`config.mk`:
```
export PLATFORM = sky130hd
export DESIGN_NAME = triaxis_window_min_max_mean_unit_flat
export DESIGN_NICKNAME = d
export VERILOG_FILES = /design/src/hw/rtl/twmm_pkg.sv /design/src/hw/rtl/twmm_ifs.sv /design/src/hw/rtl/triaxis_window_min_max_mean_unit.sv /design/src/hw/rtl/twmm_acc.sv /design/src/hw/rtl/twmm_div.sv /design/src/flat_wrapper.sv
export SDC_FILE = /design/constraint.sdc
export NUM_CORES = 1
export LEC_CHECK = 0
export BUFFER_PORTS_ARGS = -buffer_cell sky130_fd_sc_hd__buf_4
export CAP_MARGIN = 20
export CORE_MARGIN = 2
export CORE_UTILIZATION = 54
export CTS_BUF_LIST = sky130_fd_sc_hd__clkbuf_16
export DETAILED_ROUTE_END_ITERATION = 8
export PLACE_DENSITY_LB_ADDON = 0.3
export SETUP_SLACK_MARGIN = 0.05
export SLEW_MARGIN = 20
export SYNTH_ARGS = -nofsm -noshare
export SYNTH_HDL_FRONTEND = slang
export SYNTH_SLANG_ARGS = --single-unit
```
`constraint.sdc`:
```
create_clock -name i_clk -period 7.23 [get_ports i_clk]
set_clock_uncertainty 0.1 [all_clocks]
set_input_delay 0.3615 -clock i_clk [delete_from_list [all_inputs] [get_ports i_clk]]
set_output_delay 0.3615 -clock i_clk [all_outputs]
set_load 0.03 [all_outputs]
```
`src/hw/rtl/twmm_pkg.sv`:
```
// ----------------------------------------------------------------------------
// twmm_pkg
// shared widths, types and helpers of the three-axis window statistics block
// ----------------------------------------------------------------------------
package twmm_pkg;

    localparam int MAX_WINDOW     = 8;
    localparam int DEFAULT_WINDOW = 6;
    localparam int NUM_AXES       = 3;
    localparam int SAMPLE_W       = 16;
    localparam int CFG_W          = 4;
    localparam int INDEX_W        = 3;
    localparam int POS_W          = $clog2(MAX_WINDOW);
    localparam int CNT_W          = $clog2(MAX_WINDOW + 1);
    localparam int SUM_W          = SAMPLE_W + POS_W;
    localparam int AXIS_W         = $clog2(NUM_AXES);
    localparam int DIV_STEPS      = SAMPLE_W / 2;

    typedef logic [SAMPLE_W-1:0] t_sample;
    typedef logic [SUM_W-1:0]    t_sum;
    typedef logic [CNT_W-1:0]    t_count;
    typedef logic [POS_W-1:0]    t_pos;
    typedef logic [CFG_W-1:0]    t_cfg;
    typedef logic [INDEX_W-1:0]  t_index;

    typedef t_sample [NUM_AXES-1:0] t_sample_vec;

    typedef struct packed {
        t_sample lowest;
        t_sample highest;
        t_sum    total;
    } t_axis_stats;

    typedef t_axis_stats [NUM_AXES-1:0] t_stats_vec;

    typedef struct packed {
        t_pos   pos;
        t_count count;
        logic   done;
    } t_window_pos;

    // zero acts as one, large values clamp to the window depth
    function automatic t_count eff_len(input t_cfg wl);
        t_count len;
        if (wl == '0) begin
            len = t_count'(1);
        end else if (32'(wl) > MAX_WINDOW) begin
            len = t_count'(MAX_WINDOW);
        end else begin
            len = t_count'(wl);
        end
        return len;
    endfunction

endpackage

```
`src/hw/rtl/twmm_ifs.sv`:
```
// ----------------------------------------------------------------------------
// twmm channel interfaces
// sample input, statistics output and window length write channels
// ----------------------------------------------------------------------------
interface twmm_in_if;
    import twmm_pkg::*;

    logic    valid;
    logic    ready;
    t_sample x_sample;
    t_sample y_sample;
    t_sample z_sample;

    modport source (output valid, output x_sample, output y_sample, output z_sample,
                    input ready);
    modport sink   (input valid, input x_sample, input y_sample, input z_sample,
                    output ready);
endinterface

interface twmm_out_if;
    import twmm_pkg::*;

    logic    valid;
    logic    ready;
    t_index  sample_index;
    logic    window_done;
    t_sample x_mean;
    t_sample x_lowest;
    t_sample x_highest;
    t_sample y_mean;
    t_sample y_lowest;
    t_sample y_highest;
    t_sample z_mean;
    t_sample z_lowest;
    t_sample z_highest;

    modport source (output valid, output sample_index, output window_done,
                    output x_mean, output x_lowest, output x_highest,
                    output y_mean, output y_lowest, output y_highest,
                    output z_mean, output z_lowest, output z_highest,
                    input ready);
    modport sink   (input valid, input sample_index, input window_done,
                    input x_mean, input x_lowest, input x_highest,
                    input y_mean, input y_lowest, input y_highest,
                    input z_mean, input z_lowest, input z_highest,
                    output ready);
endinterface

interface twmm_cfg_if;
    import twmm_pkg::*;

    logic valid;
    logic ready;
    t_cfg window_length;

    modport source (output valid, output window_length, input ready);
    modport sink   (input valid, input window_length, output ready);
endinterface

```
`src/hw/rtl/triaxis_window_min_max_mean_unit.sv`:
```
// ----------------------------------------------------------------------------
// triaxis_window_min_max_mean_unit
// three-axis block window minimum, maximum and mean tracker
//
// i_in takes one x/y/z sample word. for every word one result word leaves on
// o_out: position in the window, window-done flag and, per axis, the minimum,
// maximum and truncated mean of the window so far. i_cfg writes the window
// length (zero acts as one, values above 8 clamp to 8); it is always ready.
// a sample word goes from accept to result in order: the extremes and sums
// update at the accept edge, then the shared divider takes each axis in turn
// (one load, 8 radix-4 steps over the 16 quotient bits and one to take the
// quotient), then the output register loads. i_in is ready again once the
// result is loaded; it takes no new word while one is in work. the next
// word may be taken while a result waits in the output register; a stalled
// receiver blocks the block only when a new result is ready to load. reset
// clears the window position, sums and extremes, sets the window length to 6
// and drops o_out valid.
// ----------------------------------------------------------------------------
module triaxis_window_min_max_mean_unit (
    input  logic  i_clk,
    input  logic  i_rst_n,
    twmm_in_if.sink    i_in,
    twmm_out_if.source o_out,
    twmm_cfg_if.sink   i_cfg
);
    import twmm_pkg::*;

    localparam logic [1:0] S_IDLE  = 2'd0;
    localparam logic [1:0] S_START = 2'd1;
    localparam logic [1:0] S_WAIT  = 2'd2;
    localparam logic [1:0] S_PUSH  = 2'd3;

    localparam logic [AXIS_W-1:0] LAST_AXIS = AXIS_W'(NUM_AXES - 1);

    logic [1:0]        r_state;
    logic [1:0]        n_state;
    logic [AXIS_W-1:0] r_axis;
    t_cfg              r_window_len;
    t_pos              r_pos;
    logic              r_done;
    t_count            r_count;
    t_sample_vec       r_mean;

    logic              r_out_valid;
    t_index            r_out_index;
    logic              r_out_done;
    t_sample_vec       r_out_mean;
    t_stats_vec        r_out_stats;

    logic              accept;
    logic              push;
    t_sample_vec       samples;
    t_stats_vec        stats;
    t_window_pos       pos;
    logic              div_done;
    t_sample           quotient;

    assign i_cfg.ready = 1'b1;
    assign i_in.ready  = (r_state == S_IDLE);
    assign accept      = i_in.valid && i_in.ready;
    assign push        = (r_state == S_PUSH) && (!r_out_valid || o_out.ready);

    assign samples[0] = i_in.x_sample;
    assign samples[1] = i_in.y_sample;
    assign samples[2] = i_in.z_sample;

    twmm_acc u_acc (
        .i_clk     (i_clk),
        .i_rst_n   (i_rst_n),
        .i_load    (accept),
        .i_samples (samples),
        .i_win_len (eff_len(r_window_len)),
        .o_stats   (stats),
        .o_pos     (pos)
    );

    twmm_div u_div (
        .i_clk      (i_clk),
        .i_rst_n    (i_rst_n),
        .i_start    (r_state == S_START),
        .i_dividend (stats[r_axis].total),
        .i_divisor  (r_count),
        .o_done     (div_done),
        .o_quotient (quotient)
    );

    always_comb begin
        n_state = r_state;
        unique case (r_state)
            S_IDLE: begin
                if (accept) begin
                    n_state = S_START;
                end
            end
            S_START: begin
                n_state = S_WAIT;
            end
            S_WAIT: begin
                if (div_done) begin
                    n_state = (r_axis == LAST_AXIS) ? S_PUSH : S_START;
                end
            end
            S_PUSH: begin
                if (push) begin
                    n_state = S_IDLE;
                end
            end
            default: begin
                n_state = S_IDLE;
            end
        endcase
    end

    always_ff @(posedge i_clk) begin
        if (!i_rst_n) begin
            r_state      <= S_IDLE;
            r_axis       <= '0;
            r_window_len <= t_cfg'(DEFAULT_WINDOW);
            r_out_valid  <= 1'b0;
        end else begin
            r_state <= n_state;
            if (i_cfg.valid && i_cfg.ready) begin
                r_window_len <= i_cfg.window_length;
            end
            if (accept) begin
                r_axis <= '0;
            end else if (r_state == S_WAIT && div_done && r_axis != LAST_AXIS) begin
                r_axis <= r_axis + AXIS_W'(1);
            end
            if (push) begin
                r_out_valid <= 1'b1;
            end else if (o_out.ready) begin
                r_out_valid <= 1'b0;
            end
        end
    end

    always_ff @(posedge i_clk) begin
        if (accept) begin
            r_pos   <= pos.pos;
            r_done  <= pos.done;
            r_count <= pos.count;
        end
        if (r_state == S_WAIT && div_done) begin
            r_mean[r_axis] <= quotient;
        end
        if (push) begin
            r_out_index <= t_index'(r_pos);
            r_out_done  <= r_done;
            r_out_mean  <= r_mean;
            r_out_stats <= stats;
        end
    end

    assign o_out.valid        = r_out_valid;
    assign o_out.sample_index = r_out_index;
    assign o_out.window_done  = r_out_done;
    assign o_out.x_mean       = r_out_mean[0];
    assign o_out.x_lowest     = r_out_stats[0].lowest;
    assign o_out.x_highest    = r_out_stats[0].highest;
    assign o_out.y_mean       = r_out_mean[1];
    assign o_out.y_lowest     = r_out_stats[1].lowest;
    assign o_out.y_highest    = r_out_stats[1].highest;
    assign o_out.z_mean       = r_out_mean[2];
    assign o_out.z_lowest     = r_out_stats[2].lowest;
    assign o_out.z_highest    = r_out_stats[2].highest;

endmodule

```
`src/hw/rtl/twmm_acc.sv`:
```
// ----------------------------------------------------------------------------
// twmm_acc
// per-axis running minimum, maximum and sum plus window position counter
// ----------------------------------------------------------------------------
module twmm_acc (
    input  logic                  i_clk,
    input  logic                  i_rst_n,
    input  logic                  i_load,
    input  twmm_pkg::t_sample_vec i_samples,
    input  twmm_pkg::t_count      i_win_len,
    output twmm_pkg::t_stats_vec  o_stats,
    output twmm_pkg::t_window_pos o_pos
);
    import twmm_pkg::*;

    t_pos       r_seen;
    t_stats_vec r_stats;
    logic       first;

    assign first       = (r_seen == '0);
    assign o_pos.pos   = r_seen;
    assign o_pos.count = t_count'(r_seen) + t_count'(1);
    assign o_pos.done  = (o_pos.count >= i_win_len);
    assign o_stats     = r_stats;

    always_ff @(posedge i_clk) begin
        if (!i_rst_n) begin
            r_seen  <= '0;
            r_stats <= '0;
        end else if (i_load) begin
            r_seen <= o_pos.done ? '0 : t_pos'(o_pos.count);
            for (int a = 0; a < NUM_AXES; a++) begin
                if (first) begin
                    r_stats[a].lowest  <= i_samples[a];
                    r_stats[a].highest <= i_samples[a];
                    r_stats[a].total   <= t_sum'(i_samples[a]);
                end else begin
                    if (i_samples[a] < r_stats[a].lowest) begin
                        r_stats[a].lowest <= i_samples[a];
                    end
                    if (i_samples[a] > r_stats[a].highest) begin
                        r_stats[a].highest <= i_samples[a];
                    end
                    r_stats[a].total <= r_stats[a].total + t_sum'(i_samples[a]);
                end
            end
        end
    end

endmodule

```
`src/hw/rtl/twmm_div.sv`:
```
// ----------------------------------------------------------------------------
// twmm_div
// shared restoring divider, two quotient bits per cycle, sum by sample count
// ----------------------------------------------------------------------------
module twmm_div (
    input  logic              i_clk,
    input  logic              i_rst_n,
    input  logic              i_start,
    input  twmm_pkg::t_sum    i_dividend,
    input  twmm_pkg::t_count  i_divisor,
    output logic              o_done,
    output twmm_pkg::t_sample o_quotient
);
    import twmm_pkg::*;

    localparam int STEP_W = $clog2(DIV_STEPS);
    localparam logic [STEP_W-1:0] LAST_STEP = STEP_W'(DIV_STEPS - 1);

    logic               r_busy;
    logic               r_done;
    logic [STEP_W-1:0]  r_step;
    t_count             r_div;
    t_count             r_rem;
    t_sample            r_num;
    t_sample            r_quo;

    logic [CNT_W:0]     w1;
    logic [CNT_W:0]     w2;
    logic               q1;
    logic               q2;
    t_count             rm1;
    t_count             rm2;

    always_comb begin
        w1  = {r_rem, r_num[SAMPLE_W-1]};
        q1  = (w1 >= {1'b0, r_div});
        rm1 = q1 ? t_count'(w1 - {1'b0, r_div}) : w1[CNT_W-1:0];
        w2  = {rm1, r_num[SAMPLE_W-2]};
        q2  = (w2 >= {1'b0, r_div});
        rm2 = q2 ? t_count'(w2 - {1'b0, r_div}) : w2[CNT_W-1:0];
    end

    assign o_done     = r_done;
    assign o_quotient = r_quo;

    always_ff @(posedge i_clk) begin
        if (!i_rst_n) begin
            r_busy <= 1'b0;
            r_done <= 1'b0;
            r_step <= '0;
        end else begin
            r_done <= 1'b0;
            if (i_start) begin
                r_busy <= 1'b1;
                r_step <= '0;
            end else if (r_busy) begin
                r_step <= r_step + STEP_W'(1);
                if (r_step == LAST_STEP) begin
                    r_busy <= 1'b0;
                    r_done <= 1'b1;
                end
            end
        end
    end

    // quotient fits the sample width, so the top dividend bits start as remainder
    always_ff @(posedge i_clk) begin
        if (i_start) begin
            r_div <= i_divisor;
            r_rem <= t_count'(i_dividend[SUM_W-1:SAMPLE_W]);
            r_num <= i_dividend[SAMPLE_W-1:0];
            r_quo <= '0;
        end else if (r_busy) begin
            r_rem <= rm2;
            r_num <= {r_num[SAMPLE_W-3:0], 2'b00};
            r_quo <= {r_quo[SAMPLE_W-3:0], q1, q2};
        end
    end

endmodule

```
`src/flat_wrapper.sv`:
```
// flat-port wrapper written by rule: the top's interface ports become plain ports
module triaxis_window_min_max_mean_unit_flat import twmm_pkg::*;
  (i_clk, i_rst_n, i_in_valid, i_in_x_sample, i_in_y_sample, i_in_z_sample, i_in_ready, o_out_valid, o_out_sample_index, o_out_window_done, o_out_x_mean, o_out_x_lowest, o_out_x_highest, o_out_y_mean, o_out_y_lowest, o_out_y_highest, o_out_z_mean, o_out_z_lowest, o_out_z_highest, o_out_ready, i_cfg_valid, i_cfg_window_length, i_cfg_ready);
  twmm_in_if i_in_i ();
  twmm_out_if o_out_i ();
  twmm_cfg_if i_cfg_i ();
  input  logic i_clk;
  input  logic i_rst_n;
  input wire logic [$bits(i_in_i.valid)-1:0] i_in_valid;
  input wire logic [$bits(i_in_i.x_sample)-1:0] i_in_x_sample;
  input wire logic [$bits(i_in_i.y_sample)-1:0] i_in_y_sample;
  input wire logic [$bits(i_in_i.z_sample)-1:0] i_in_z_sample;
  output wire logic [$bits(i_in_i.ready)-1:0] i_in_ready;
  output wire logic [$bits(o_out_i.valid)-1:0] o_out_valid;
  output wire logic [$bits(o_out_i.sample_index)-1:0] o_out_sample_index;
  output wire logic [$bits(o_out_i.window_done)-1:0] o_out_window_done;
  output wire logic [$bits(o_out_i.x_mean)-1:0] o_out_x_mean;
  output wire logic [$bits(o_out_i.x_lowest)-1:0] o_out_x_lowest;
  output wire logic [$bits(o_out_i.x_highest)-1:0] o_out_x_highest;
  output wire logic [$bits(o_out_i.y_mean)-1:0] o_out_y_mean;
  output wire logic [$bits(o_out_i.y_lowest)-1:0] o_out_y_lowest;
  output wire logic [$bits(o_out_i.y_highest)-1:0] o_out_y_highest;
  output wire logic [$bits(o_out_i.z_mean)-1:0] o_out_z_mean;
  output wire logic [$bits(o_out_i.z_lowest)-1:0] o_out_z_lowest;
  output wire logic [$bits(o_out_i.z_highest)-1:0] o_out_z_highest;
  input wire logic [$bits(o_out_i.ready)-1:0] o_out_ready;
  input wire logic [$bits(i_cfg_i.valid)-1:0] i_cfg_valid;
  input wire logic [$bits(i_cfg_i.window_length)-1:0] i_cfg_window_length;
  output wire logic [$bits(i_cfg_i.ready)-1:0] i_cfg_ready;
  assign i_in_i.valid = i_in_valid;
  assign i_in_i.x_sample = i_in_x_sample;
  assign i_in_i.y_sample = i_in_y_sample;
  assign i_in_i.z_sample = i_in_z_sample;
  assign i_in_ready = i_in_i.ready;
  assign o_out_valid = o_out_i.valid;
  assign o_out_sample_index = o_out_i.sample_index;
  assign o_out_window_done = o_out_i.window_done;
  assign o_out_x_mean = o_out_i.x_mean;
  assign o_out_x_lowest = o_out_i.x_lowest;
  assign o_out_x_highest = o_out_i.x_highest;
  assign o_out_y_mean = o_out_i.y_mean;
  assign o_out_y_lowest = o_out_i.y_lowest;
  assign o_out_y_highest = o_out_i.y_highest;
  assign o_out_z_mean = o_out_i.z_mean;
  assign o_out_z_lowest = o_out_i.z_lowest;
  assign o_out_z_highest = o_out_i.z_highest;
  assign o_out_i.ready = o_out_ready;
  assign i_cfg_i.valid = i_cfg_valid;
  assign i_cfg_i.window_length = i_cfg_window_length;
  assign i_cfg_ready = i_cfg_i.ready;
  triaxis_window_min_max_mean_unit u_core (.i_clk(i_clk), .i_rst_n(i_rst_n), .i_in(i_in_i), .o_out(o_out_i), .i_cfg(i_cfg_i));
endmodule
```
-- Yosys cells after proc, flatten, opt, wreduce, memory -nomap -nowiden
Index checks and enable logic that the tools add are counted.
- add/sub/neg operators: 8
- order comparisons: 12
- equality and inequality tests: 9
- muxes and demuxes: 34
- bitwise logic cells: 2
- reduce and logical (&&, ||, !) cells: 28
- operators by type and width (operator ; number):
    two-way mux 51 bit ; 3
    two-way mux 16 bit ; 9
    binary-select mux 51 bit (select 2 bit) ; 1
    adder 19 x 16 -> 19 bit ; 3
    bitwise mux 48 bit ; 1
    > comparator 16 bit ; 3
    < comparator 16 bit ; 3
    demux 16 bit (select 2 bit) ; 1
    two-way mux 19 bit ; 1
    two-way mux 4 bit ; 4
    nonzero test 2 bit ; 8
    AND reduction 2 bit ; 6
    >= comparator 5 x 4 -> 1 bit ; 2
    two-way mux 3 bit ; 3
    two-way mux 2 bit ; 4
    case mux 2 bit (4 select lines) ; 1
    subtractor 4 bit ; 2
    == test 2 bit (second input constant) ; 3
    two-way mux 1 bit ; 6
    != test 2 bit (second input constant) ; 3
    logical AND 1 bit ; 5
    adder 3 x 1 -> 4 bit (second input constant) ; 1
    >= comparator 4 bit ; 1
    > comparator 4 bit (second input constant) ; 1
    16 further kinds ; 18
- bits in registers: 414
- bits of input ports: 57
- output and inout port bits: 151

-- Longest topological paths before layout
- word-level depth: 6
- mapped depth: 15
- gate-level depth less buffers: 14

-- Cells and area by module
From an unflattened synthesis, not the netlist that was laid out.
- cell total of the unflattened synthesis: 1860
- area, all modules: 20263.2 um^2
- by module, submodules not included (module ; times used ; cells each ; area each (um^2) ; sequential area each (um^2)):
    twmm_acc ; 1 ; 1348 ; 11066.9 ; 3123.0
    triaxis_window_min_max_mean_unit ; 1 ; 334 ; 7083.0 ; 6306.0
    twmm_div ; 1 ; 178 ; 2113.3 ; 1131.1

-- Worst setup path after synthesis
No wires, ideal clock.
- path kind: reg-to-reg
- from: register u_core.r_out_valid (netlist: u_core.o_out.valid)
- to: register u_core.r_out_index[0] (netlist: u_core.o_out.sample_index[0]), enable pin
- data arrival time: 6.716 ns
- data required time: 6.473 ns
- slack: -0.243 ns
- stages on the path, launching flop included: 3
- clock period less this slack: 7.473 ns
- cell sequence: dfxtp_1 nor2b_1 nor2_1
- word-level cells in the longest chain between the ends: 3
- RTL lines (what ; line ; text):
    start, declared ; triaxis_window_min_max_mean_unit.sv:44 ; logic r_out_valid;
    start signal, assigned ; triaxis_window_min_max_mean_unit.sv:119 ; r_out_valid <= 1'b0;
    start signal, assigned ; triaxis_window_min_max_mean_unit.sv:131 ; r_out_valid <= 1'b1;
    start signal, assigned ; triaxis_window_min_max_mean_unit.sv:133 ; r_out_valid <= 1'b0;
    zero test 1 bit ; triaxis_window_min_max_mean_unit.sv:61 ; assign push = (r_state == S_PUSH) && (!r_out_valid || o_out.ready);
    logical OR 1 bit ; triaxis_window_min_max_mean_unit.sv:61 ;
    logical AND 1 bit ; triaxis_window_min_max_mean_unit.sv:61 ;
    named net u_core.push ; triaxis_window_min_max_mean_unit.sv:51 ; logic push;
    end signal, assigned ; triaxis_window_min_max_mean_unit.sv:148 ; r_out_index <= t_index'(r_pos);
    end, declared ; triaxis_window_min_max_mean_unit.sv:45 ; t_index r_out_index;
The timed path passes the listed nets, and every way through them passes these cells.
A chain may end at the register's enable or synchronous reset.

-- Final worst setup path
- from: register u_core.u_div.r_div[1]
- to: register u_core.u_div.r_rem[0], data pin
- word-level cells in the longest chain between the ends: 6
- RTL lines (what ; line ; text):
    start, declared ; twmm_div.sv:22 ; t_count r_div;
    start signal, assigned ; twmm_div.sv:69 ; r_div <= i_divisor;
    subtractor 4 bit or >= comparator 5 x 4 -> 1 bit (tied branches) ; twmm_div.sv:37, twmm_div.sv:36 ;
    two-way mux 4 bit ; twmm_div.sv:37 ; rm1 = q1 ? t_count'(w1 - {1'b0, r_div}) : w1[CNT_W-1:0];
    >= comparator 5 x 4 -> 1 bit (*) ; twmm_div.sv:39 ; q2 = (w2 >= {1'b0, r_div});
    two-way mux 4 bit (*) ; twmm_div.sv:40 ; rm2 = q2 ? t_count'(w2 - {1'b0, r_div}) : w2[CNT_W-1:0];
    two-way mux 3 bit (*) ; twmm_div.sv:73 ; end else if (r_busy) begin
    two-way mux 3 bit (*) ; twmm_div.sv:68 ; if (i_start) begin
    end signal, assigned ; twmm_div.sv:70 ; r_rem <= t_count'(i_dividend[SUM_W-1:SAMPLE_W]);
    end signal, assigned ; twmm_div.sv:74 ; r_rem <= rm2;
    end, declared ; twmm_div.sv:23 ; t_count r_rem;
Every way passes the cells marked *; elsewhere a longest branch is shown, timed or not. The select of a mux whose other input is x is not followed.

==> key figures <==
Status
  • Status: finished clean

Clock network
  • CTS buffer count: 43
  • Root Buffer: clkbuf_16
  • Clk sinks: 414
  • CTS tree: done
  • Cts repair resizes: 0
  • Clock buffer depth: 3
  • CTS H-tree depth: 2
  • Latest clock arrival within the worst-skew pair: 0.57 ns
  • Clk slew on worst S/H paths: 0.06 ns

Critical path
  • CP arrival: 4.17 ns
  • Crit Path Max Fanout: 5
  • R2r startpoint: u_core.u_div.r_div[1]$_DFFE_PP_
  • Crit Reg-Reg Endpoint: u_core.u_div.r_rem[0]$_DFFE_PP_
  • Setup CP Type: reg2reg
  • Worst R2R Path Depth: 14
  • Crit end category: register
  • Worst Setup Start Kind: register
  • CP required: 7.55 ns
  • R2r setup slk: 3.38 ns

Placement
  • Placed cells: 2445
  • Final HPWL DP: 30800 um
  • Pre-CTS setup slack: 3.35 ns
  • PortBufs: 206
  • Placer congestion estimate: 0.895

Detailed routing
  • Vias: 14300
  • 1st-pass router iterations: 6
  • 1st-iter DRT viols: 865
  • DRC: 0
  • Routed wire length: 45000 um
  • Detail Route Antenna Nets: 0
  • WL/cell: 17.7 um
  • Routed vias/inst: 5.64

STA
  • Final-report setup violation count: 0
  • Post-layout min period: 3.85 ns
  • Setup WS post-layout: 3.38 ns
  • Period utilization: 53.3%
  • Fin. Hold Viols: 0
  • Setup TNS: 0 ns
  • Relative max-transition margin: 29.6%
  • Max Slew Vio Count: 0
  • RSZ-0062 raised after global routing: no
  • Achievable Freq: 260 MHz
  • Worst Tran Pin Value: 1.06 ns
  • Fin Hold WS: 0.0171 ns

Global route
  • Vias in the first global route: 14300
  • Largest net degree at the start of global routing: 73
  • Initial antenna violation count: 0
  • Gr ovfl total: 0
  • First-pass GRT wire length: 72500 um
  • GRT Total Usage: 23.5%

Yosys
  • Primary FF master, synth: edfxtp_1
  • Synth unique cells: 71
  • Synth area leaders: edfxtp_1 (34%), dfxtp_1 (19%), ha_1 (10%)
  • Share of the yosys chip area belonging to registers: 53.4%
  • Most common cell in the netlist: nand2_1
  • Mean Syn Cell Area: 10.8 um^2
  • FF+latch count, synth: 414
  • Top-area cell type share of the netlist area: 34.5%
  • Largest area contributor in the netlist: edfxtp_1
  • Cells after synthesis: 1834
  • Synth Cell Area: 19800 um^2
  • EDFF count, synth: 227
  • Post-synthesis net count: 2056
  • Yosys warns: 0
  • Commonest cells post-synth: nand2_1 (246), edfxtp_1 (227), dfxtp_1 (187)
  • Async S/R FF share, synth: 0%

Worst hold path
  • Hold Crit Class: in2reg
  • Hold path cells: 3
  • HP Start: i_in_z_sample[6]
  • Hold Crit Endpoint: u_core.u_acc.o_stats[108]$_SDFFE_PN0P_

Floorplanning
  • DIE AREA: 38100 um^2
  • Core footprint: 36300 um^2
  • Site row count: 70
  • Die H: 195 um
  • Number of top-level pins: 208
  • Initial Utilization: 54.4%
  • Die width: 195 um

Finish
  • Nets: 2257
  • Antenna diode count: 0
  • Share of cells above drive strength 1: 14.6%
  • Number of fill cells: 2862
  • Fin cells: 2537
  • Area delta synth->final: 17.0%

Pwr
  • Max VDD drop: 0.180 mV
  • Leak Pwr: 0.00959 uW
  • Total power draw: 5850 uW
  • Power Density: 253 nW/um^2

Flow run
  • Max Cap Violations: 0
==> worst max path at each step <==
stage	start	to	slack [ns]	cells after the start
3_5_place_dp	u_core.u_div.r_div[1]$_DFFE_PP_	u_core.u_div.r_rem[0]$_DFFE_PP_	3.35	14
4_1_cts	u_core.u_div.r_div[1]$_DFFE_PP_	u_core.u_div.r_rem[0]$_DFFE_PP_	3.34	14
6_report	u_core.u_div.r_div[1]$_DFFE_PP_	u_core.u_div.r_rem[0]$_DFFE_PP_	3.38	14
3_3_place_gp	u_core.u_div.r_div[1]$_DFFE_PP_	u_core.u_div.r_rem[0]$_DFFE_PP_	3.37	14
5_1_grt	u_core.u_div.r_div[1]$_DFFE_PP_	u_core.u_div.r_rem[0]$_DFFE_PP_	2.96	14
2_1_floorplan	u_core.o_out.valid$_SDFFE_PN0P_	u_core.o_out.sample_index[0]$_DFFE_PP_	2.22	2
==> per-stage QoR <==
stage                     area (um^2)  utilization (%)
after floorplan                 19800                -
final                           23100             63.6
after CTS                       23100             63.6
after global placement          21700             59.6
after global routing            23100             63.6
after detailed placement        21700             59.6
==> final cells by class <==
type	count	area [um^2]	area share, %
inverter	134	505	2.19
tap	468	586	2.53
clock buffer	43	1080	4.65
multi-input combinational	1209	8370	36.2
sequential	414	10600	45.7
clock inverter	36	255	1.10
timing repair buffer	233	1780	7.70
==> cells by family after synthesis <==
family                     share of synthesized area [%]
AOI/OAI and AO/OA                                   11.3
xor gates and xnor gates                            1.91
adders and majority gates                           10.6
buffers and inverters                               4.29
DFF                                                 53.4
muxes                                               7.59
other                                             0.0190
and+or+nand+nor                                     10.8
==> critical path, cell delays in order, from the launching register on <==
cell      delay, ns
edfxtp_1       0.36
inv_1          0.18
ha_1           0.28
nor2b_1        0.13
o21ai_0        0.19
a21boi_0       0.14
or2_2          0.34
mux2i_1        0.30
ha_1           0.31
o21ai_0        0.08
nand2b_1       0.07
a21o_1         0.19
a211oi_2       0.50
mux2_2         0.39
a21oi_1        0.14
==> flip-flops by register name (all words and copies together), names as in the netlist, 4 cells and up <==
signal,count
u_core.u_acc.o_stats,153
u_core.o_out.z_highest,16
u_core.u_div.o_quotient,16
u_core.o_out.x_mean,16
u_core.o_out.x_highest,16
u_core.u_div.r_rem,4
u_core.r_window_len,4
u_core.o_out.z_mean,16
u_core.o_out.y_highest,16
u_core.o_out.z_lowest,16
u_core.o_out.y_lowest,16
u_core.u_div.r_num,16
u_core.u_div.r_div,4
u_core.r_mean,48
u_core.r_count,4
u_core.o_out.y_mean,16
u_core.o_out.x_lowest,16
==> placed cells by master, fill, tap and decap left out, types with 14 or more instances in the layout <==
cell type / netlist / routed
nand2_1: 246 / 246
inv_1: 131 / 139
nor2_1: 103 / 101
nand4_1: 17 / 17
mux2i_1: 142 / 142
xnor2_1: 25 / 25
ha_1: 160 / 160
nand3_1: 27 / 27
clkbuf_16: 0 / 43
xor2_1: 18 / 18
a21o_1: 37 / 37
nand2b_1: 14 / 14
buf_4: 1 / 220
a31oi_1: 20 / 20
o21ai_0: 94 / 94
nor3_1: 32 / 32
dfxtp_1: 187 / 187
nor2b_1: 16 / 16
edfxtp_1: 227 / 227
a21oi_1: 114 / 114
==> where the power goes <==
part           leakage [uW]  switching [uW]  internal, uW  total (uW)
Sequential          0.00367             110          2630        2740
Combinational       0.00523             594           424        1020
Clock              0.000688             929          1160        2090
Total               0.00959            1630          4220        5850
==> metal layers <==
metal	global-route usage, %	wire (um)	vias up
met5	0	0	-
met4	9.08	1510	0
met2	40.8	21600	403
li1	-	-	6964
met1	29.3	19400	6847
met3	4.01	2440	99
==> repair_timing <==
item                      CTS  global route
setup buffers               0             0
hold buffers               13             0
hold endpoints to repair    9             0
Power figures use the tool's default switching activity.
